===== src/sv/wgd26_pkg.sv =====
// Shared types and constants for the Wiegand-26 transmitter.
`timescale 1ns / 1ps
`default_nettype none

package wgd26_pkg;

    // Item kinds on the cmd field
    localparam logic CMD_TICK = 1'b0;
    localparam logic CMD_LOAD = 1'b1;

    // Configuration register indexes
    localparam logic [1:0] CFG_PULSE   = 2'd0;
    localparam logic [1:0] CFG_GAP     = 2'd1;
    localparam logic [1:0] CFG_HOLDOFF = 2'd2;

    // Register reset values
    localparam logic [15:0] PULSE_RST   = 16'd2;
    localparam logic [15:0] GAP_RST     = 16'd20;
    localparam logic [15:0] HOLDOFF_RST = 16'd3000;

    // Timing configuration as seen by the core
    typedef struct packed {
        logic [15:0] pulse_ticks;
        logic [15:0] gap_ticks;
        logic [15:0] holdoff_ticks;
    } cfg_t;

    // One result item
    typedef struct packed {
        logic       line_zero;
        logic       line_one;
        logic       busy_res;
        logic       frame_waiting;
        logic [4:0] bits_sent;
    } res_t;

endpackage

`default_nettype wire


===== src/sv/wgd26_cfg_regs.sv =====
// Timing configuration registers of the Wiegand-26 transmitter.
`timescale 1ns / 1ps
`default_nettype none

module wgd26_cfg_regs
    import wgd26_pkg::*;
(
    input  wire logic        clk,
    input  wire logic        rst_n,
    input  wire logic        cfg_we,
    input  wire logic [1:0]  cfg_index,
    input  wire logic [15:0] cfg_data,
    output cfg_t             cfg
);

    cfg_t cfg_reg;

    // Register write decode
    always_ff @(posedge clk or negedge rst_n)
    begin
        if (!rst_n)
        begin
            cfg_reg.pulse_ticks   <= PULSE_RST;
            cfg_reg.gap_ticks     <= GAP_RST;
            cfg_reg.holdoff_ticks <= HOLDOFF_RST;
        end
        else if (cfg_we)
        begin
            case (cfg_index)
                CFG_PULSE:   cfg_reg.pulse_ticks   <= cfg_data;
                CFG_GAP:     cfg_reg.gap_ticks     <= cfg_data;
                CFG_HOLDOFF: cfg_reg.holdoff_ticks <= cfg_data;
                default:     ; // unused index, write dropped
            endcase
        end
    end

    assign cfg = cfg_reg;

endmodule

`default_nettype wire


===== src/sv/wgd26_core.sv =====
// Frame state and next-state logic of the Wiegand-26 transmitter.
`timescale 1ns / 1ps
`default_nettype none

module wgd26_core
    import wgd26_pkg::*;
#(
    parameter int DATA_BITS = 24
)
(
    input  wire logic        clk,
    input  wire logic        rst_n,
    input  wire logic        step,
    input  wire logic        cmd,
    input  wire logic [23:0] card_data,
    input  wire cfg_t        cfg,
    output res_t             res
);

    localparam int FL = DATA_BITS + 2;
    localparam int CW = $clog2(FL + 1);
    localparam int SW = $clog2(FL);
    localparam int LO = DATA_BITS - DATA_BITS / 2;
    localparam logic [CW-1:0] FL_C = CW'(FL);

    typedef enum logic [1:0] {PH_IDLE, PH_PULSE, PH_GAP} phase_t;

    logic [FL-1:0]        frame_reg, frame_next;
    logic [DATA_BITS-1:0] pend_reg, pend_next;
    logic                 pflag_reg, pflag_next;
    phase_t               phase_reg, phase_next;
    logic [CW-1:0]        cnt_reg, cnt_next;
    logic [15:0]          timer_reg, timer_next;
    logic [15:0]          hold_reg, hold_next;

    logic [15:0]   pulse_len, gap_len, hold_dec, timer_dec;
    logic          even_par, odd_par;
    logic [CW-1:0] sh_full;
    logic          cur_bit;

    // Zero lengths behave as one tick
    assign pulse_len = (cfg.pulse_ticks == 16'd0) ? 16'd1 : cfg.pulse_ticks;
    assign gap_len   = (cfg.gap_ticks == 16'd0) ? 16'd1 : cfg.gap_ticks;
    assign hold_dec  = (hold_reg != 16'd0) ? hold_reg - 16'd1 : hold_reg;
    assign timer_dec = (timer_reg != 16'd0) ? timer_reg - 16'd1 : timer_reg;

    // Parity over the two halves of the pending data
    assign even_par = ^pend_reg[DATA_BITS-1:LO];
    assign odd_par  = ~(^pend_reg[LO-1:0]);

    // Next state for one load or tick
    always_comb
    begin
        frame_next = frame_reg;
        pend_next  = pend_reg;
        pflag_next = pflag_reg;
        phase_next = phase_reg;
        cnt_next   = cnt_reg;
        timer_next = timer_reg;
        hold_next  = hold_reg;
        if (cmd == CMD_LOAD)
        begin
            pend_next  = DATA_BITS'(card_data);
            pflag_next = 1'b1;
        end
        else
        begin
            hold_next = hold_dec;
            case (phase_reg)
                PH_PULSE, PH_GAP:
                begin
                    timer_next = timer_dec;
                    if (timer_dec == 16'd0)
                    begin
                        if (phase_reg == PH_PULSE)
                        begin
                            phase_next = PH_GAP;
                            timer_next = gap_len;
                        end
                        else if (cnt_reg >= FL_C)
                        begin
                            phase_next = PH_IDLE;
                            cnt_next   = '0;
                        end
                        else
                        begin
                            phase_next = PH_PULSE;
                            timer_next = pulse_len;
                            cnt_next   = cnt_reg + CW'(1);
                        end
                    end
                end
                default:
                begin
                    phase_next = PH_IDLE;
                    if (pflag_reg && hold_dec == 16'd0)
                    begin
                        frame_next = {even_par, pend_reg, odd_par};
                        pflag_next = 1'b0;
                        phase_next = PH_PULSE;
                        timer_next = pulse_len;
                        cnt_next   = CW'(1);
                        hold_next  = cfg.holdoff_ticks;
                    end
                end
            endcase
        end
    end

    // State registers
    always_ff @(posedge clk or negedge rst_n)
    begin
        if (!rst_n)
        begin
            frame_reg <= '0;
            pend_reg  <= '0;
            pflag_reg <= 1'b0;
            phase_reg <= PH_IDLE;
            cnt_reg   <= '0;
            timer_reg <= '0;
            hold_reg  <= '0;
        end
        else if (step)
        begin
            frame_reg <= frame_next;
            pend_reg  <= pend_next;
            pflag_reg <= pflag_next;
            phase_reg <= phase_next;
            cnt_reg   <= cnt_next;
            timer_reg <= timer_next;
            hold_reg  <= hold_next;
        end
    end

    // Result from the state after the item
    assign sh_full = FL_C - cnt_next;
    assign cur_bit = frame_next[sh_full[SW-1:0]];

    always_comb
    begin
        res.line_zero     = 1'b1;
        res.line_one      = 1'b1;
        res.busy_res      = (phase_next == PH_PULSE) || (phase_next == PH_GAP);
        res.frame_waiting = pflag_next;
        res.bits_sent     = 5'd0;
        if (phase_next == PH_PULSE && cnt_next >= CW'(1) && cnt_next <= FL_C)
        begin
            if (cur_bit)
                res.line_one = 1'b0;
            else
                res.line_zero = 1'b0;
        end
        if (res.busy_res)
        begin
            if (32'(cnt_next) > 32'd31)
                res.bits_sent = 5'd31;
            else
                res.bits_sent = 5'(cnt_next);
        end
    end

endmodule

`default_nettype wire


===== src/sv/wiegand26_transmitter_top.sv =====
// Top level of the Wiegand-26 transmitter.
//
//  channel  | direction | handshake           | payload
//  ---------+-----------+---------------------+--------------------------------------------
//  in       | input     | in_valid/in_stall   | cmd, card_data
//  out      | output    | out_valid/out_stall | line_zero, line_one, busy_res,
//           |           |                     | frame_waiting, bits_sent
//  cfg      | input     | cfg_we              | cfg_index, cfg_data
//
// One item per cycle sustained while out is not stalled; a result reaches the outputs
// through the input register, which takes the item, and then the result register,
// which takes the state update.
// Reset clears the frame state, empties both stages and loads the timing defaults.
// A stalled result holds the result register; the input register still takes one
// more item, and in_stall rises only while both stages are full and out is stalled.
`timescale 1ns / 1ps
`default_nettype none

module wiegand26_transmitter_top
    import wgd26_pkg::*;
#(
    parameter int DATA_BITS = 24
)
(
    input  wire logic        clk,
    input  wire logic        rst_n,
    input  wire logic        in_valid,
    output logic             in_stall,
    input  wire logic        cmd,
    input  wire logic [23:0] card_data,
    output logic             out_valid,
    input  wire logic        out_stall,
    output logic             line_zero,
    output logic             line_one,
    output logic             busy_res,
    output logic             frame_waiting,
    output logic [4:0]       bits_sent,
    input  wire logic        cfg_we,
    input  wire logic [1:0]  cfg_index,
    input  wire logic [15:0] cfg_data
);

    logic        in_valid_reg;
    logic        cmd_reg;
    logic [23:0] data_reg;
    logic        out_valid_reg;
    res_t        res_reg;
    res_t        res_next;
    cfg_t        cfg;
    logic        advance;
    logic        in_xfer;

    assign advance  = in_valid_reg && (!out_valid_reg || !out_stall);
    assign in_stall = in_valid_reg && out_valid_reg && out_stall;
    assign in_xfer  = in_valid && !in_stall;

    wgd26_cfg_regs u_cfg (
        .clk       (clk),
        .rst_n     (rst_n),
        .cfg_we    (cfg_we),
        .cfg_index (cfg_index),
        .cfg_data  (cfg_data),
        .cfg       (cfg)
    );

    wgd26_core #(
        .DATA_BITS (DATA_BITS)
    ) u_core (
        .clk       (clk),
        .rst_n     (rst_n),
        .step      (advance),
        .cmd       (cmd_reg),
        .card_data (data_reg),
        .cfg       (cfg),
        .res       (res_next)
    );

    // Input register
    always_ff @(posedge clk or negedge rst_n)
    begin
        if (!rst_n)
            in_valid_reg <= 1'b0;
        else if (in_xfer)
            in_valid_reg <= 1'b1;
        else if (advance)
            in_valid_reg <= 1'b0;
    end

    always_ff @(posedge clk)
    begin
        if (in_xfer)
        begin
            cmd_reg  <= cmd;
            data_reg <= card_data;
        end
    end

    // Result register
    always_ff @(posedge clk or negedge rst_n)
    begin
        if (!rst_n)
            out_valid_reg <= 1'b0;
        else if (advance)
            out_valid_reg <= 1'b1;
        else if (!out_stall)
            out_valid_reg <= 1'b0;
    end

    always_ff @(posedge clk)
    begin
        if (advance)
            res_reg <= res_next;
    end

    assign out_valid     = out_valid_reg;
    assign line_zero     = res_reg.line_zero;
    assign line_one      = res_reg.line_one;
    assign busy_res      = res_reg.busy_res;
    assign frame_waiting = res_reg.frame_waiting;
    assign bits_sent     = res_reg.bits_sent;

endmodule

`default_nettype wire


===== config.mk =====
export PLATFORM = sky130hd
export DESIGN_NAME = wiegand26_transmitter_top
export DESIGN_NICKNAME = d
export VERILOG_FILES = /design/src/sv/wgd26_pkg.sv /design/src/sv/wgd26_cfg_regs.sv /design/src/sv/wgd26_core.sv /design/src/sv/wiegand26_transmitter_top.sv
export SDC_FILE = /design/constraint.sdc
export NUM_CORES = 1
export LEC_CHECK = 0
export BUFFER_PORTS_ARGS = -buffer_cell sky130_fd_sc_hd__buf_2
export CORE_MARGIN = 5
export CORE_UTILIZATION = 66
export CTS_CLUSTER_SIZE = 16
export DETAILED_ROUTE_END_ITERATION = 16
export GPL_TIMING_DRIVEN = 0
export PLACE_DENSITY = 0.95
export SYNTH_ARGS = -nofsm -noshare
export SYNTH_HDL_FRONTEND = slang
export SYNTH_SLANG_ARGS = --single-unit

===== constraint.sdc =====
create_clock -name clk -period 7.62 [get_ports clk]
set_input_delay 1.524 -clock clk [delete_from_list [all_inputs] [get_ports clk]]
set_output_delay 1.524 -clock clk [all_outputs]
set_load 0.01 [all_outputs]

* Word-level counts from Yosys, hierarchy flattened
Index checks and enable logic that the tools add are counted.
** Cells by class
- $add $sub $neg :: 4
- Magnitude comparators :: 4
- Equal/unequal tests :: 7
- Multiplexer cells :: 37
- Bitwise logic cells :: 2
- Reductions and logical operators :: 30
** Operators by type and width (count)
- 16-bit 2-to-1 mux :: 11
- 26-bit 2-to-1 mux :: 3
- 16-bit logical NOT :: 4
- 16-bit nonzero test :: 2
- 16-bit by 1-bit subtractor with 16-bit output (second input constant) :: 2
- 5-bit 2-to-1 mux :: 6
- 12-bit parity :: 2
- 1-bit 2-to-1 mux :: 12
- 2-bit AND reduction :: 5
- 2-bit 2-to-1 mux :: 4
- 1-bit logical AND :: 7
- 2-bit by 1-bit == test with 1-bit output (second input constant) :: 3
- 2-bit == test (second input constant) :: 3
- 5-bit by 6-bit less-than comparator with 1-bit output (second input constant) :: 1
- 5-bit by 1-bit adder with 5-bit output (second input constant) :: 1
- 1-bit binary-select mux with 5-bit select :: 1
- 5-bit by 1-bit >= comparator with 1-bit output (second input constant) :: 1
- 5-bit >= comparator (second input constant) :: 1
- 5-bit <= comparator (second input constant) :: 1
- 5-bit subtractor (first input constant) :: 1
- 2-bit nonzero test :: 2
- 1-bit logical NOT :: 3
- 3-bit AND reduction :: 1
- 2-bit logical NOT :: 1
- other kinds (4) :: 6
** Word-level totals
- Bits in registers :: 174

* Longest topological paths before layout
Gate-level depths: netlist of run 1.
- Depth after elaboration :: 11
- Depth in mapped cells :: 19

* By module
From an unflattened synthesis of run 1, not the netlist that was laid out.
** Unflattened totals
- Cells, all modules :: 835
- Area, all modules :: 9160.0 um^2
** By module, submodules not included
- wgd26_core :: times used 1, cells each 691, area each 6218.5 um^2
- wgd26_cfg_regs :: times used 1, cells each 102, area each 1828.0 um^2
- wiegand26_transmitter_top :: times used 1, cells each 42, area each 1113.6 um^2

* Worst setup path after synthesis of run 1
Ideal clock, no wire load.
- Path kind :: reg2reg
- Start :: register u_core.hold_reg[0]
- End :: register res_reg, in the netlist line_zero (data pin)
- Data arrival time :: 4.676 ns
- Required time :: 7.361 ns
- Path slack :: 2.685 ns
- Stages on the path, launching flop included :: 20
- Clock period less this slack :: 4.935 ns
- Cell sequence :: dfrtp_1 > inv_1 > ha_1 > clkbuf_1 > or4b_1 > or4_1 > a32o_1 > o221ai_2 > nor4_2 > or3_1 > and3_1 > buf_6 > ha_1 > clkbuf_1 > mux4_2 > nor4_1 > o21ai_1 > nand4_1 > o21ai_1 > a211o_1
** Between the ends
- Longest elaborated chain between the ends :: 11
- Elaborated cells between the ends (all ways) :: 23
** RTL lines
- start, declared :: RTL line wgd26_core.sv:34 : logic [15:0] hold_reg, hold_next;
- start signal, assigned :: RTL line wgd26_core.sv:131 : hold_reg <= hold_next;
- 16-bit by 1-bit subtractor with 16-bit output / 16-bit nonzero test (equally long branches) :: RTL line wgd26_core.sv:44 : assign hold_dec = (hold_reg != 16'd0) ? hold_reg - 16'd1 : hold_reg;
- 16-bit 2-to-1 mux (*) :: RTL line wgd26_core.sv:44
- 16-bit logical NOT (*) :: RTL line wgd26_core.sv:96 : if (pflag_reg && hold_dec == 16'd0)
- 1-bit logical AND (*) :: RTL line wgd26_core.sv:96
- 5-bit 2-to-1 mux (*) :: RTL line wgd26_core.sv:96
- 5-bit 2-to-1 mux (*) :: RTL line wgd26_core.sv:69 : case (phase_reg)
- 5-bit 2-to-1 mux (*) :: RTL line wgd26_core.sv:61 : if (cmd == CMD_LOAD)
- net u_core.cnt_next[0] :: RTL line wgd26_core.sv:32 : logic [CW-1:0] cnt_reg, cnt_next;
- 5-bit subtractor :: RTL line wgd26_core.sv:136 : assign sh_full = FL_C - cnt_next;
- 1-bit binary-select mux with 5-bit select :: RTL line wgd26_core.sv:137 : assign cur_bit = frame_next[sh_full[SW-1:0]];
- 1-bit 2-to-1 mux (not written as such) :: RTL line wgd26_core.sv:137
- 1-bit 2-to-1 mux :: RTL line wgd26_core.sv:148 : if (cur_bit)
- end signal, assigned :: RTL line wiegand26_transmitter_top.sv:112 : res_reg <= res_next;
- end, declared :: RTL line wiegand26_transmitter_top.sv:47 : res_t res_reg;
Mark *: on every way through the listed nets, which the timed path passes. The rest lies on a longest branch. The select of a mux whose other input is x is not followed.
A chain may end at the register's enable or synchronous reset.

* Worst setup path after layout of run 1
Same ends and word-level chain as after synthesis.

==> impl_results.html, run 1 <==
<table>
<tr><th>Metric</th><th>Value</th></tr>
<tr><th colspan="2">Placed design</th></tr>
<tr><td>Number of buffer cells added on primary ports</td><td>58</td></tr>
<tr><td>Placer Congestion</td><td>0.939</td></tr>
<tr><td>Post-DP HPWL</td><td>16,900 microns</td></tr>
<tr><td>Area of placed instances</td><td>9760 sq um</td></tr>
<tr><th colspan="2">Yosys</th></tr>
<tr><td>Asr flop ratio synth</td><td>0.805</td></tr>
<tr><td>Cell taking the most area after synthesis</td><td>sky130_fd_sc_hd__dfrtp_1</td></tr>
<tr><td>Synth cell count leaders</td><td>sky130_fd_sc_hd__dfrtp_1 (130), sky130_fd_sc_hd__mux2_2 (98), sky130_fd_sc_hd__a21oi_1 (73)</td></tr>
<tr><td>Average instance area after synthesis</td><td>about 11 sq um</td></tr>
<tr><td>Distinct cells, synth</td><td>74</td></tr>
<tr><td>Net count after synthesis</td><td>roughly 900</td></tr>
<tr><td>Number of instances in the synthesized netlist</td><td>roughly 840</td></tr>
<tr><td>Synth Flop Type</td><td>sky130_fd_sc_hd__dfrtp_1</td></tr>
<tr><td>Post-synth EDFFs</td><td>34</td></tr>
<tr><td>Share of the synthesized area in the top cell type</td><td>0.353</td></tr>
<tr><td>Portion of the post-synthesis area used by sequential elements</td><td>0.493</td></tr>
<tr><td>Ys Warns</td><td>0</td></tr>
<tr><td>Number of flip-flops and latches in the synthesized netlist</td><td>about 170</td></tr>
<tr><td>Cell with the most instances after synthesis</td><td>sky130_fd_sc_hd__dfrtp_1</td></tr>
<tr><td>Cell types occupying the most area after synthesis</td><td>sky130_fd_sc_hd__dfrtp_1 (35%), sky130_fd_sc_hd__mux2_2 (12%), sky130_fd_sc_hd__edfxtp_1 (11%)</td></tr>
<tr><td>Post-synthesis cell area</td><td>9210 sq um</td></tr>
<tr><th colspan="2">Routing</th></tr>
<tr><td>Overall routed net length</td><td>25,200 microns</td></tr>
<tr><td>Post-detailed-route via-to-cell ratio</td><td>6.86</td></tr>
<tr><td>Post-route antenna net violation count</td><td>0</td></tr>
<tr><td>Total via count after detailed routing</td><td>7,635</td></tr>
<tr><td>DR DRC count</td><td>0</td></tr>
<tr><td>Routed length per placed instance</td><td>between 20 and 25 microns</td></tr>
<tr><td>Number of DRC markers after the initial detailed-route iteration</td><td>1,252</td></tr>
<tr><td>Initial DRT Pass Iterations</td><td>7</td></tr>
<tr><th colspan="2">Finish</th></tr>
<tr><td>Layout cell share with drive strength beyond 1</td><td>0.258</td></tr>
<tr><td>Area growth from synthesis to layout</td><td>12.5%</td></tr>
<tr><td>Multi-input logic area</td><td>4340 sq um</td></tr>
<tr><td>Net count, final</td><td>a little under 1,000</td></tr>
<tr><td>Largest register FFs</td><td>48</td></tr>
<tr><td>Final instance area</td><td>10,400 sq um</td></tr>
<tr><td>Count of antenna diodes in the layout</td><td>0</td></tr>
<tr><td>Fill cell total of the finished layout</td><td>842</td></tr>
<tr><td>FF+latch area</td><td>4540 sq um</td></tr>
<tr><th colspan="2">Timing</th></tr>
<tr><td>Sum of negative setup slack</td><td>0 ns</td></tr>
<tr><td>Hold Vio Cnt, Final</td><td>0</td></tr>
<tr><td>Clock period minus final worst setup slack</td><td>around 6.5 ns</td></tr>
<tr><td>Number of max-slew violations in the final report</td><td>0</td></tr>
<tr><td>Transition at the pin with the smallest max-transition slack</td><td>about 1.1 ns</td></tr>
<tr><td>Period utilisation layout</td><td>0.855</td></tr>
<tr><td>Total of endpoints with negative setup slack in the final report</td><td>0</td></tr>
<tr><td>RSZ-0062 raised after global routing</td><td>no</td></tr>
<tr><td>Clock skew after layout</td><td>0.00808 ns</td></tr>
<tr><td>Slew Limit Headroom</td><td>0.265</td></tr>
<tr><td>Max Clock Freq</td><td>154 MHz</td></tr>
<tr><th colspan="2">Worst setup path</th></tr>
<tr><td>Top fanout value on the critical path</td><td>10</td></tr>
<tr><td>Type of the worst setup path</td><td>flop to flop</td></tr>
<tr><td>Data required time at the worst endpoint</td><td>7.81 ns</td></tr>
<tr><td>Endpoint arrival time on the critical path</td><td>6.70 ns</td></tr>
<tr><td>Worst setup SP type</td><td>flop</td></tr>
<tr><td>Kind of capture point of the worst setup path</td><td>flop</td></tr>
<tr><th colspan="2">Floorplan</th></tr>
<tr><td>Core Rows</td><td>43</td></tr>
<tr><td>DIE WIDTH</td><td>128 microns</td></tr>
<tr><td>Initial standard-cell utilization of the core</td><td>0.669</td></tr>
<tr><td>Area of the die</td><td>16,400 sq um</td></tr>
<tr><td>Top-level port count</td><td>59</td></tr>
<tr><td>Core outline area</td><td>approximately 14,000 sq um</td></tr>
<tr><td>Die extent in y</td><td>128 microns</td></tr>
<tr><th colspan="2">Hold path</th></tr>
<tr><td>Worst min-delay path category</td><td>flop to flop</td></tr>
<tr><th colspan="2">Status</th></tr>
<tr><td>Run status</td><td>complete, no violations</td></tr>
<tr><th colspan="2">Global route</th></tr>
<tr><td>Overflow left after global routing</td><td>0</td></tr>
<tr><td>Largest net degree at the start of global routing</td><td>94</td></tr>
<tr><td>Initial antenna violation count</td><td>0</td></tr>
<tr><td>Via count of the first global-routing pass</td><td>7,586</td></tr>
<tr><td>First-pass GRT wire length</td><td>40,700 microns</td></tr>
<tr><td>Global-route usage over all layers</td><td>0.319</td></tr>
<tr><th colspan="2">Clock network</th></tr>
<tr><td>Clock Pin Slew Worst Setup and Hold Paths</td><td>0.07 ns</td></tr>
<tr><td>Number of post-CTS setup repair buffers</td><td>0</td></tr>
<tr><td>Cts hold-fix bufs</td><td>0</td></tr>
<tr><td>Clock buffers created by TritonCTS</td><td>17</td></tr>
<tr><td>Post-CTS resize count</td><td>0</td></tr>
<tr><td>Cell at the root of the clock tree</td><td>sky130_fd_sc_hd__clkbuf_16</td></tr>
<tr><td>H-tree Lvls</td><td>4</td></tr>
<tr><td>CTS tree</td><td>built</td></tr>
<tr><td>Clock latency on the worst-skew pair</td><td>0.44 ns</td></tr>
<tr><td>Maximum buffer depth of the clock tree</td><td>2</td></tr>
<tr><td>Clock sink count</td><td>around 170</td></tr>
<tr><th colspan="2">Power and ir drop</th></tr>
<tr><td>Maximum vdd drop</td><td>about 0.22 mV</td></tr>
<tr><td>Power consumption</td><td>2.54 mW</td></tr>
<tr><td>Power per Cell Area</td><td>245 nW/um^2</td></tr>
<tr><td>Standby leakage power</td><td>4.20 nW</td></tr>
<tr><th colspan="2">Job</th></tr>
<tr><td>Number of violations of the max-capacitance limit</td><td>0</td></tr>
</table>
per-stage QoR:
stage / utilization / std cells / setup slack (ns) / hold slack [ns]
floorplan: - / 842 / 2.69 / 0.449
CTS: 0.752 / 1113 / 1.38 / 0.484
finish: 0.752 / 1113 / 1.11 / 0.482
global placement: 0.706 / 1080 / 1.81 / 0.458
detailed placement: 0.709 / 1081 / 1.58 / 0.465
global route: 0.752 / 1113 / 0.880 / 0.485
per-layer routing:
metal	track usage	vias up	part of all wire
met4	0.175	0	0.055
li1	-	3290	-
met5	0	-	0
met2	0.510	582	0.48
met3	0.0725	164	0.097
met1	0.405	3599	0.36
report_power, final:
| group | total, mW | internal, mW | leakage [nW] | switching (mW) |
|---|---|---|---|---|
| Clock | 0.901 | 0.496 | 0.294 | 0.405 |
| Sequential | 1.19 | 1.07 | 2.05 | 0.126 |
| Combinational | 0.447 | 0.204 | 1.85 | 0.243 |
critical path: stages (launching register included):
cell and delay, ns:
sky130_fd_sc_hd__dfrtp_1 0.46, sky130_fd_sc_hd__inv_1 0.14, sky130_fd_sc_hd__ha_1 0.16, sky130_fd_sc_hd__clkbuf_1 0.33, sky130_fd_sc_hd__or4b_1 0.62, sky130_fd_sc_hd__nor4_4 0.58
sky130_fd_sc_hd__or3_1 0.21, sky130_fd_sc_hd__nand4_1 0.31, sky130_fd_sc_hd__nor4_4 0.69, sky130_fd_sc_hd__a31oi_1 0.14, sky130_fd_sc_hd__a21o_1 0.32, sky130_fd_sc_hd__ha_1 0.45
sky130_fd_sc_hd__clkbuf_1 0.54, sky130_fd_sc_hd__mux4_2 0.45, sky130_fd_sc_hd__mux2i_1 0.18, sky130_fd_sc_hd__a31oi_1 0.13, sky130_fd_sc_hd__nand4_1 0.12, sky130_fd_sc_hd__o21ai_1 0.10
sky130_fd_sc_hd__a211o_1 0.31
worst paths after layout:
path                                             end  slack [ns]          startpoint  cells past startpoint
worst max-delay path                       line_zero        1.11  u_core.hold_reg[0]                     18
worst min register to register   u_core.pend_reg[22]        0.48        data_reg[22]                      1
min in group asynchronous       u_core.timer_reg[11]        1.03               rst_n                      1
worst min-delay path             u_core.pend_reg[22]        0.48        data_reg[22]                      1
worst max register to register             line_zero        1.11  u_core.hold_reg[0]                     18
max in group asynchronous       u_core.frame_reg[21]        5.78               rst_n                      2
cell type report:
type / instances / share of cell area
clock buffers: 18 / 0.0414
inverters: 28 / 0.0104
plain buffers: 48 / 0.0217
multi-input cells: 592 / 0.419
clock inverters: 14 / 0.0164
repair buffers: 59 / 0.0313
flip-flops and latches: 174 / 0.438
well taps: 180 / 0.0217
kinds of logic (layout without fill, tap and decap cells):
kind of cell	after synthesis	after routing	share of synthesized area
fa+ha+maj	9	9	0.0122
xor+xnor	32	32	0.0304
buf+inv	76	167	0.0361
flops	174	174	0.493
simple gates	240	240	0.141
mux	120	120	0.156
compound gates	191	191	0.132
cell usage in the layout, fill, tap and decap left out, types with 9 or more instances in the layout:
cell type,netlist,final
sky130_fd_sc_hd__xnor2_1,24,24
sky130_fd_sc_hd__o21ai_0,42,42
sky130_fd_sc_hd__nand3_1,13,13
sky130_fd_sc_hd__a21oi_1,73,73
sky130_fd_sc_hd__dfstp_2,10,10
sky130_fd_sc_hd__dfrtp_1,130,130
sky130_fd_sc_hd__nor4_1,16,16
sky130_fd_sc_hd__nor2_1,59,59
sky130_fd_sc_hd__inv_1,25,25
sky130_fd_sc_hd__nand4_1,10,10
sky130_fd_sc_hd__clkbuf_1,35,36
sky130_fd_sc_hd__mux4_2,9,9
sky130_fd_sc_hd__clkbuf_16,0,17
sky130_fd_sc_hd__ha_1,9,9
sky130_fd_sc_hd__buf_2,6,63
sky130_fd_sc_hd__mux2_2,98,98
sky130_fd_sc_hd__nand2_1,49,49
sky130_fd_sc_hd__edfxtp_1,34,34
sky130_fd_sc_hd__nor3_1,28,28
sky130_fd_sc_hd__mux2i_1,12,12
Note: power is estimated with default switching activity, not from simulation.
==> run 2, diff against run 1 <==
--- a/config.mk
+++ b/config.mk
@@ -6,8 +6,11 @@
 export NUM_CORES = 1
 export LEC_CHECK = 0
 export BUFFER_PORTS_ARGS = -buffer_cell sky130_fd_sc_hd__buf_2
+export CAP_MARGIN = 20
+export CELL_PAD_IN_SITES_DETAIL_PLACEMENT = 0
+export CELL_PAD_IN_SITES_GLOBAL_PLACEMENT = 1
 export CORE_MARGIN = 5
-export CORE_UTILIZATION = 66
+export CORE_UTILIZATION = 53
 export CTS_CLUSTER_SIZE = 16
 export DETAILED_ROUTE_END_ITERATION = 16
 export GPL_TIMING_DRIVEN = 0
==> run 2 against run 1 <==
Effect of this change:
- wire length shrank 16%
- cell count is 4.2% higher
- sequential share of layout area fell by 0.46 points
- count of clock-buffer cells in the layout down 1
- global-route usage is 9.8 points lower
- via count down 9.0%
- power down 1.6%
- first-iteration DRC count down 38%
- sequential cell count stayed put
- critical endpoint unchanged
==> impl_results.html, run 2 (synthesized netlist as in run 1, its figures left out) <==
<table>
<tr><th>Metric</th><th>Value</th></tr>
<tr><th colspan="2">Status</th></tr>
<tr><td>Run status</td><td>complete, no violations</td></tr>
<tr><th colspan="2">Global route</th></tr>
<tr><td>Largest net degree at the start of global routing</td><td>72 (-23%)</td></tr>
<tr><td>Initial antenna violation count</td><td>0 (unchanged)</td></tr>
<tr><td>First-pass GRT wire length</td><td>35,800 microns (-12%)</td></tr>
<tr><td>Overflow left after global routing</td><td>0 (unchanged)</td></tr>
<tr><td>Via count of the first global-routing pass</td><td>6,873 (-9.4%)</td></tr>
<tr><td>Global-route usage over all layers</td><td>0.221 (-0.0978)</td></tr>
<tr><th colspan="2">Floorplan</th></tr>
<tr><td>Core outline area</td><td>17,200 sq um (+25%)</td></tr>
<tr><td>DIE WIDTH</td><td>142 microns (+11%)</td></tr>
<tr><td>Die extent in y</td><td>142 microns (+11%)</td></tr>
<tr><td>Core Rows</td><td>48 (+12%)</td></tr>
<tr><td>Area of the die</td><td>20,100 sq um (+23%)</td></tr>
<tr><td>Top-level port count</td><td>59 (unchanged)</td></tr>
<tr><td>Initial standard-cell utilization of the core</td><td>0.536 (-0.133)</td></tr>
<tr><th colspan="2">Finish</th></tr>
<tr><td>Utilization of the core after routing</td><td>0.610 (-0.143)</td></tr>
<tr><td>Most frequent cells in the layout</td><td>sky130_fd_sc_hd__dfrtp_1 (130), sky130_fd_sc_hd__mux2_2 (98), sky130_fd_sc_hd__a21oi_1 (73), sky130_fd_sc_hd__buf_2 (64), sky130_fd_sc_hd__nor2_1 (59)</td></tr>
<tr><td>Area growth from synthesis to layout</td><td>13.7%</td></tr>
<tr><td>Largest register FFs</td><td>48 (unchanged)</td></tr>
<tr><td>Most common cell after layout, fill and taps aside</td><td>sky130_fd_sc_hd__dfrtp_1</td></tr>
<tr><td>Layout cell share with drive strength beyond 1</td><td>0.261 (+0.00266)</td></tr>
<tr><td>Count of antenna diodes in the layout</td><td>0 (unchanged)</td></tr>
<tr><td>Net count, final</td><td>979 (+0.20%)</td></tr>
<tr><th colspan="2">Timing</th></tr>
<tr><td>Clock period minus final worst setup slack</td><td>6.01 ns (-0.503 ns)</td></tr>
<tr><td>Clock skew after layout</td><td>0.00792 ns (-0.000158 ns)</td></tr>
<tr><td>Total of endpoints with negative setup slack in the final report</td><td>0 (unchanged)</td></tr>
<tr><td>Sum of negative setup slack</td><td>0 ns (unchanged)</td></tr>
<tr><td>Hold Vio Cnt, Final</td><td>0 (unchanged)</td></tr>
<tr><td>Setup slack after layout</td><td>1.61 ns (+0.503 ns)</td></tr>
<tr><td>Transition at the pin with the smallest max-transition slack</td><td>0.877 ns (-0.226 ns)</td></tr>
<tr><td>RSZ-0062 raised after global routing</td><td>no</td></tr>
<tr><td>Slew Limit Headroom</td><td>0.410 (+0.145)</td></tr>
<tr><td>Smallest hold slack</td><td>0.479 ns (-0.00237 ns)</td></tr>
<tr><td>Max Clock Freq</td><td>166 MHz (+8.4%)</td></tr>
<tr><td>Period utilisation layout</td><td>0.788 (-0.0661)</td></tr>
<tr><td>Number of max-slew violations in the final report</td><td>0 (unchanged)</td></tr>
<tr><th colspan="2">Routing</th></tr>
<tr><td>Routed length per placed instance</td><td>18.3 microns (-19%)</td></tr>
<tr><td>Overall routed net length</td><td>21,300 microns (-16%)</td></tr>
<tr><td>DR DRC count</td><td>0 (unchanged)</td></tr>
<tr><td>Post-route antenna net violation count</td><td>0 (unchanged)</td></tr>
<tr><td>Total via count after detailed routing</td><td>6,945 (-9.0%)</td></tr>
<tr><td>Number of DRC markers after the initial detailed-route iteration</td><td>780 (-38%)</td></tr>
<tr><td>Initial DRT Pass Iterations</td><td>5 (-2)</td></tr>
<tr><td>Post-detailed-route via-to-cell ratio</td><td>5.99 (-13%)</td></tr>
<tr><th colspan="2">Clock network</th></tr>
<tr><td>Cts hold-fix bufs</td><td>0 (unchanged)</td></tr>
<tr><td>Cell at the root of the clock tree</td><td>sky130_fd_sc_hd__clkbuf_16</td></tr>
<tr><td>Clock Pin Slew Worst Setup and Hold Paths</td><td>0.07 ns (about the same)</td></tr>
<tr><td>Maximum buffer depth of the clock tree</td><td>2 (unchanged)</td></tr>
<tr><td>Number of post-CTS setup repair buffers</td><td>0 (unchanged)</td></tr>
<tr><td>Clock buffers created by TritonCTS</td><td>17 (unchanged)</td></tr>
<tr><td>CTS tree</td><td>built</td></tr>
<tr><td>H-tree Lvls</td><td>4 (unchanged)</td></tr>
<tr><td>Clock latency on the worst-skew pair</td><td>0.43 ns (about the same)</td></tr>
<tr><td>Clock sink count</td><td>174 (unchanged)</td></tr>
<tr><td>Post-CTS resize count</td><td>0 (unchanged)</td></tr>
<tr><th colspan="2">Worst setup path</th></tr>
<tr><td>Crit path cell chain</td><td>inv_1 &gt; ha_1 &gt; clkbuf_1 &gt; or4b_1 &gt; nor4_4 &gt; or3_1 &gt; nand4_1 &gt; nor4_4 &gt; a31oi_1 &gt; a21o_1 &gt; ha_1 &gt; clkbuf_1 &gt; mux4_2 &gt; nand2_1 &gt; a21oi_1 &gt; o21ai_0 &gt; a21oi_1 &gt; a211o_1</td></tr>
<tr><td>Top fanout value on the critical path</td><td>10 (unchanged)</td></tr>
<tr><td>Type of the worst setup path</td><td>flop to flop</td></tr>
<tr><td>Data required time at the worst endpoint</td><td>7.80 ns (about the same)</td></tr>
<tr><td>Slowest cell on the critical path</td><td>sky130_fd_sc_hd__or4b_1</td></tr>
<tr><td>Worst setup startpoint</td><td>u_core.hold_reg[0]</td></tr>
<tr><td>Crit-path max cell delay</td><td>0.62 ns (-0.07 ns)</td></tr>
<tr><td>Endpoint arrival time on the critical path</td><td>6.19 ns (-0.51 ns)</td></tr>
<tr><td>Worst setup SP type</td><td>flop</td></tr>
<tr><td>Kind of capture point of the worst setup path</td><td>flop</td></tr>
<tr><td>Origin of the critical flop-to-flop path</td><td>u_core.hold_reg[0]</td></tr>
<tr><th colspan="2">Power and ir drop</th></tr>
<tr><td>Standby leakage power</td><td>4.22 nW (+0.59%)</td></tr>
<tr><td>Power per Cell Area</td><td>239 nW/um^2 (-2.6%)</td></tr>
<tr><td>Maximum vdd drop</td><td>0.222 mV (+1.2%)</td></tr>
<tr><td>Part of the power in the clock network</td><td>0.364 (+0.010)</td></tr>
<tr><td>Switching part of the total</td><td>0.291 (-0.0138)</td></tr>
<tr><td>Part of the total power dissipated in sequential elements</td><td>0.470 (about the same)</td></tr>
<tr><td>Cell Int Power</td><td>1.78 mW (+0.37%)</td></tr>
<tr><td>Net load switching power</td><td>727 uW (-6.0%)</td></tr>
<tr><td>Part of the power in combinational logic</td><td>0.166 (-0.010)</td></tr>
<tr><th colspan="2">Hold path</th></tr>
<tr><td>Start point of the worst min-delay path</td><td>data_reg[22]</td></tr>
<tr><td>Worst min-delay path category</td><td>flop to flop</td></tr>
<tr><th colspan="2">Job</th></tr>
<tr><td>Number of violations of the max-capacitance limit</td><td>0 (unchanged)</td></tr>
<tr><th colspan="2">Placed design</th></tr>
<tr><td>Placement Setup Slack</td><td>1.72 ns (+0.143 ns)</td></tr>
<tr><td>Number of buffer cells added on primary ports</td><td>58 (unchanged)</td></tr>
<tr><td>Post-DP HPWL</td><td>15,300 microns (-9.4%)</td></tr>
<tr><td>Placer Congestion</td><td>0.910 (-3.1%)</td></tr>
</table>
run 2: worst max-delay path, delay by kind of cell (launching register included):
| family | cells | cell delay, ns |
|---|---|---|
| simple gates | 6 | 2.29 |
| compound gates | 6 | 1.09 |
| buf+inv | 3 | 0.95 |
| fa+ha+maj | 2 | 0.57 |
| flops | 1 | 0.44 |
| mux | 1 | 0.42 |
run 2: per-stage QoR:
stage / total power, mW / cells / cell area, sq um
after floorplan: 1.47 / 842 / 9210
after global placement: 1.59 / 1125 / 9780
after detailed placement: 1.60 / 1126 / 9820
after CTS: 2.51 / 1158 / 10400
after global routing: 2.61 / 1160 / 10500
final: 2.50 / 1160 / 10500
run 2: final cells by class:
cell class	count	area, sq um
multi-input combinational	592	4340
fill	1398	6710
tap	225	282
buffer	48	225
clock buffer	17	425
sequential	174	4540
inverter	28	108
timing repair buffer	61	357
clock inverter	15	195
run 2: worst paths after layout:
kind | endpoint | slack, ns | cells past startpoint
setup / recovery | line_zero | 1.61 | 18
hold / removal | u_core.pend_reg[22] | 0.48 | 1
setup reg to reg | line_zero | 1.61 | 18
hold reg to reg | u_core.pend_reg[22] | 0.48 | 1
max in group asynchronous | u_cfg.cfg[18] | 5.76 | 2
min in group asynchronous | u_core.hold_reg[12] | 1.08 | 1
run 2: power by group through the flow:
| stage | Sequential, mW | Combinational [mW] | Clock [mW] |
|---|---|---|---|
| 2_1_floorplan | 1.15 | 0.318 | 0 |
| 3_3_place_gp | 1.19 | 0.399 | 0 |
| 3_5_place_dp | 1.19 | 0.411 | 0 |
| 4_1_cts | 1.17 | 0.413 | 0.922 |
| 5_1_grt | 1.19 | 0.457 | 0.964 |
| 6_report | 1.18 | 0.415 | 0.911 |
run 2: metal layers:
layer / up-vias / share of wire / track usage
met4: 0 / 0.0094 / 0.0465
met3: 27 / 0.054 / 0.0485
met1: 3411 / 0.46 / 0.316
met5: - / 0 / 0
li1: 3291 / - / -
met2: 216 / 0.48 / 0.351
==> run 3, diff against run 2 <==
--- a/config.mk
+++ b/config.mk
@@ -10,11 +10,11 @@
 export CELL_PAD_IN_SITES_DETAIL_PLACEMENT = 0
 export CELL_PAD_IN_SITES_GLOBAL_PLACEMENT = 1
 export CORE_MARGIN = 5
-export CORE_UTILIZATION = 53
+export CORE_UTILIZATION = 44
 export CTS_CLUSTER_SIZE = 16
 export DETAILED_ROUTE_END_ITERATION = 16
 export GPL_TIMING_DRIVEN = 0
-export PLACE_DENSITY = 0.95
+export PLACE_DENSITY = 0.86
 export SYNTH_ARGS = -nofsm -noshare
 export SYNTH_HDL_FRONTEND = slang
 export SYNTH_SLANG_ARGS = --single-unit
==> constraint.sdc (replaced) <==
create_clock -name clk -period 5.35 [get_ports clk]
set_input_delay 1.07 -clock clk [delete_from_list [all_inputs] [get_ports clk]]
set_output_delay 1.07 -clock clk [all_outputs]
set_load 0.01 [all_outputs]
==> run 3 against run 2 <==
Effect of this change:
- register-to-register slack worse by 1.4 ns
- core utilization down 10 points
- non-clock buffer count is 4 higher
- critical path depth unchanged
- clock skew grew 0.0063 ns
- critical endpoint unchanged
- hold slack got worse by 0.0022 ns
==> impl_results.html, run 3 (synthesized netlist as in run 1, its figures left out) <==
<table>
<tr><th>Metric</th><th>Value</th></tr>
<tr><th colspan="2">Hold path</th></tr>
<tr><td>Cell depth of the worst hold path</td><td>1 (unchanged)</td></tr>
<tr><td>Worst min-delay path category</td><td>flop to flop</td></tr>
<tr><th colspan="2">Clock network</th></tr>
<tr><td>Clock Pin Slew Worst Setup and Hold Paths</td><td>0.07 ns (about the same)</td></tr>
<tr><td>Clock latency on the worst-skew pair</td><td>0.43 ns (about the same)</td></tr>
<tr><td>Cell at the root of the clock tree</td><td>sky130_fd_sc_hd__clkbuf_16</td></tr>
<tr><td>Maximum buffer depth of the clock tree</td><td>2 (unchanged)</td></tr>
<tr><td>H-tree Lvls</td><td>4 (unchanged)</td></tr>
<tr><td>Clock sink count</td><td>174 (unchanged)</td></tr>
<tr><td>Cts hold-fix bufs</td><td>0 (unchanged)</td></tr>
<tr><td>Clock buffers created by TritonCTS</td><td>17 (unchanged)</td></tr>
<tr><td>CTS tree</td><td>built</td></tr>
<tr><th colspan="2">Global route</th></tr>
<tr><td>Largest net degree at the start of global routing</td><td>93 (+29%)</td></tr>
<tr><td>Layer with the highest usage after global routing</td><td>met2</td></tr>
<tr><td>Global-route usage over all layers</td><td>0.187 (-0.0341)</td></tr>
<tr><td>Met3 routing resource usage after global routing</td><td>0.0325 (-0.0161)</td></tr>
<tr><td>Overflow left after global routing</td><td>0 (unchanged)</td></tr>
<tr><td>Via count of the first global-routing pass</td><td>6,826 (-0.68%)</td></tr>
<tr><td>Global-route track usage on met2</td><td>0.300 (-0.0509)</td></tr>
<tr><td>First-pass GRT wire length</td><td>36,300 microns (+1.5%)</td></tr>
<tr><td>Initial antenna violation count</td><td>0 (unchanged)</td></tr>
<tr><td>GR met1 Demand/Resource</td><td>0.260 (-0.0553)</td></tr>
<tr><th colspan="2">Floorplan</th></tr>
<tr><td>Die extent in y</td><td>155 microns (+9.1%)</td></tr>
<tr><td>Area of the die</td><td>23,900 sq um (+19%)</td></tr>
<tr><td>Top-level port count</td><td>59 (unchanged)</td></tr>
<tr><td>DIE WIDTH</td><td>155 microns (+9.1%)</td></tr>
<tr><td>Initial standard-cell utilization of the core</td><td>0.442 (-0.0939)</td></tr>
<tr><td>Core Rows</td><td>53 (+10%)</td></tr>
<tr><td>Core outline area</td><td>20,800 sq um (+21%)</td></tr>
<tr><th colspan="2">Finish</th></tr>
<tr><td>Area growth from synthesis to layout</td><td>14.9%</td></tr>
<tr><td>Utilization of the core after routing</td><td>0.508 (-0.101)</td></tr>
<tr><td>Count of antenna diodes in the layout</td><td>0 (unchanged)</td></tr>
<tr><td>Net count, final</td><td>983 (+0.41%)</td></tr>
<tr><td>Non-filler cells in the finished layout</td><td>1,214 (+4.7%)</td></tr>
<tr><td>Largest register FFs</td><td>48 (unchanged)</td></tr>
<tr><td>Layout cell share with drive strength beyond 1</td><td>0.281 (+0.0202)</td></tr>
<tr><td>Most common cell after layout, fill and taps aside</td><td>sky130_fd_sc_hd__dfrtp_1</td></tr>
<tr><td>Fill cell total of the finished layout</td><td>1,853 (+33%)</td></tr>
<tr><td>Most frequent cells in the layout</td><td>sky130_fd_sc_hd__dfrtp_1 (128), sky130_fd_sc_hd__mux2_2 (98), sky130_fd_sc_hd__a21oi_1 (73), sky130_fd_sc_hd__buf_2 (65), sky130_fd_sc_hd__nor2_1 (59)</td></tr>
<tr><th colspan="2">Worst setup path</th></tr>
<tr><td>Depth of the worst register-to-register path</td><td>18 (unchanged)</td></tr>
<tr><td>Kind of capture point of the worst setup path</td><td>flop</td></tr>
<tr><td>Worst reg2reg setup slack</td><td>0.17 ns (-1.44 ns)</td></tr>
<tr><td>Type of the worst setup path</td><td>flop to flop</td></tr>
<tr><td>Worst setup SP type</td><td>flop</td></tr>
<tr><td>Endpoint arrival time on the critical path</td><td>5.36 ns (-0.83 ns)</td></tr>
<tr><td>Crit path cell chain</td><td>inv_1 &gt; ha_2 &gt; or3b_4 &gt; o41ai_2 &gt; o41ai_2 &gt; or4_4 &gt; or3_4 &gt; o311ai_2 &gt; and3_1 &gt; buf_6 &gt; ha_2 &gt; buf_4 &gt; mux4_2 &gt; nor4_1 &gt; a31oi_1 &gt; nand4_1 &gt; o21ai_1 &gt; a211o_1</td></tr>
<tr><td>Crit-path max cell delay</td><td>0.58 ns (-0.04 ns)</td></tr>
<tr><td>Slowest cell on the critical path</td><td>sky130_fd_sc_hd__or4_4</td></tr>
<tr><td>Top fanout value on the critical path</td><td>10 (unchanged)</td></tr>
<tr><td>Data required time at the worst endpoint</td><td>5.53 ns (-2.27 ns)</td></tr>
<tr><th colspan="2">Placed design</th></tr>
<tr><td>Total placed cells including tap cells</td><td>1,176 (+4.4%)</td></tr>
<tr><td>Post-DP HPWL</td><td>15,600 microns (+2.2%)</td></tr>
<tr><td>Number of buffer cells added on primary ports</td><td>58 (unchanged)</td></tr>
<tr><td>Placer Congestion</td><td>0.892 (-2.0%)</td></tr>
<tr><td>Placement Setup Slack</td><td>-0.579 ns (-2.30 ns)</td></tr>
<tr><th colspan="2">Timing</th></tr>
<tr><td>Setup slack after layout</td><td>0.167 ns (-1.44 ns)</td></tr>
<tr><td>Total of endpoints with negative setup slack in the final report</td><td>0 (unchanged)</td></tr>
<tr><td>Max Clock Freq</td><td>193 MHz (+16%)</td></tr>
<tr><td>Hold Vio Cnt, Final</td><td>0 (unchanged)</td></tr>
<tr><td>Slew Limit Headroom</td><td>0.317 (-0.0931)</td></tr>
<tr><td>Clock skew after layout</td><td>0.0142 ns (+0.00630 ns)</td></tr>
<tr><td>Clock period minus final worst setup slack</td><td>5.18 ns (-0.825 ns)</td></tr>
<tr><td>Transition at the pin with the smallest max-transition slack</td><td>1.02 ns (+0.148 ns)</td></tr>
<tr><td>Period utilisation layout</td><td>0.969 (+0.180)</td></tr>
<tr><td>Number of max-slew violations in the final report</td><td>0 (unchanged)</td></tr>
<tr><th colspan="2">Power and ir drop</th></tr>
<tr><td>Power consumption</td><td>3.52 mW (+41%)</td></tr>
<tr><td>Part of the power in the clock network</td><td>0.350 (-0.014)</td></tr>
<tr><td>Switching part of the total</td><td>0.303 (+0.0124)</td></tr>
<tr><td>Part of the power in combinational logic</td><td>0.173 (+0.007)</td></tr>
<tr><td>Part of the total power dissipated in sequential elements</td><td>0.477 (+0.007)</td></tr>
<tr><td>Power per Cell Area</td><td>333 nW/um^2 (+39%)</td></tr>
<tr><td>Cell Int Power</td><td>2.46 mW (+38%)</td></tr>
<tr><td>Maximum vdd drop</td><td>0.237 mV (+6.6%)</td></tr>
<tr><td>Standby leakage power</td><td>4.25 nW (+0.56%)</td></tr>
<tr><td>Net load switching power</td><td>1.07 mW (+47%)</td></tr>
<tr><th colspan="2">Routing</th></tr>
<tr><td>Overall routed net length</td><td>21,800 microns (+2.6%)</td></tr>
<tr><td>Routed length per placed instance</td><td>18.0 microns (-1.9%)</td></tr>
<tr><td>Post-detailed-route via-to-cell ratio</td><td>5.75 (-3.9%)</td></tr>
<tr><td>Total via count after detailed routing</td><td>6,982 (+0.53%)</td></tr>
<tr><td>Number of DRC markers after the initial detailed-route iteration</td><td>548 (-30%)</td></tr>
<tr><td>Initial DRT Pass Iterations</td><td>5 (unchanged)</td></tr>
<tr><td>Post-route antenna net violation count</td><td>0 (unchanged)</td></tr>
<tr><td>DR DRC count</td><td>0 (unchanged)</td></tr>
<tr><th colspan="2">Status</th></tr>
<tr><td>Run status</td><td>complete, no violations</td></tr>
<tr><th colspan="2">Job</th></tr>
<tr><td>Number of violations of the max-capacitance limit</td><td>0 (unchanged)</td></tr>
</table>
run 3: cell types whose count changed in the layout (fill, tap and decap cells not counted), moves of 2 or more:
cell	change
sky130_fd_sc_hd__clkbuf_1	-4
sky130_fd_sc_hd__inv_6	-2
sky130_fd_sc_hd__ha_1	-3
sky130_fd_sc_hd__dfrtp_1	-2
sky130_fd_sc_hd__inv_8	+3
sky130_fd_sc_hd__ha_2	+3
sky130_fd_sc_hd__dfrtp_2	+2
sky130_fd_sc_hd__o41ai_1	-2
sky130_fd_sc_hd__buf_4	+8
sky130_fd_sc_hd__bufinv_16	-2
sky130_fd_sc_hd__o41ai_2	+2
run 3: area by class of cell:
class	instances	area, sq um	area share
clock inverters	15	163	0.0154
plain buffers	46	223	0.0210
well taps	275	344	0.0325
multi-input cells	592	4400	0.416
inverters	28	108	0.0102
repair buffers	67	382	0.0361
flip-flops and latches	174	4540	0.429
clock buffers	17	425	0.0402
run 3: path summary, 6_finish.rpt:
kind	from	end
setup reg to reg	u_core.timer_reg[1]	line_zero
hold reg to reg	data_reg[8]	u_core.pend_reg[8]
hold / removal	data_reg[8]	u_core.pend_reg[8]
min in group asynchronous	rst_n	u_cfg.cfg[42]
setup / recovery	u_core.timer_reg[1]	line_zero
max in group asynchronous	rst_n	u_core.frame_reg[24]
run 3: power groups by stage:
stage | combinational, mW | sequential, mW | clock [mW]
CTS | 0.590 | 1.68 | 1.26
finish | 0.609 | 1.68 | 1.24
floorplan | 0.453 | 1.64 | 0
global route | 0.672 | 1.70 | 1.31
detailed placement | 0.587 | 1.70 | 0
global placement | 0.572 | 1.70 | 0
run 3: timing repair:
action | 4_1_cts | 5_1_grt
pin swaps | 2 | 1
setup endpoints to repair | 2 | 2
buffers inserted | 4 | 3
gates resized for setup | 3 | 17
run 3: critical path, delay by kind of cell (launching register included):
family | cells | cell delay (ns)
adders and majority gates | 2 | 0.52
AOI/OAI and AO/OA | 6 | 1.25
buffers and inverters | 3 | 0.43
muxes | 1 | 0.32
and+or+nand+nor | 6 | 1.93
DFF | 1 | 0.44
run 3: layer usage:
metal | share of wire | wire [microns] | vias up
met5 | 0 | 0 | -
met4 | 0.015 | 337 | 0
met3 | 0.041 | 897 | 25
met2 | 0.49 | 10700 | 161
met1 | 0.45 | 9910 | 3488
li1 | - | - | 3308
run 3: through the flow:
stage	TNS [ns]	hold slack (ns)	area [sq um]
6_report	0	0.477	10600
4_1_cts	0	0.482	10500
2_1_floorplan	0	0.449	9210
3_3_place_gp	-1.05	0.460	9850
5_1_grt	-0.0135	0.504	10600
3_5_place_dp	-0.895	0.466	9880
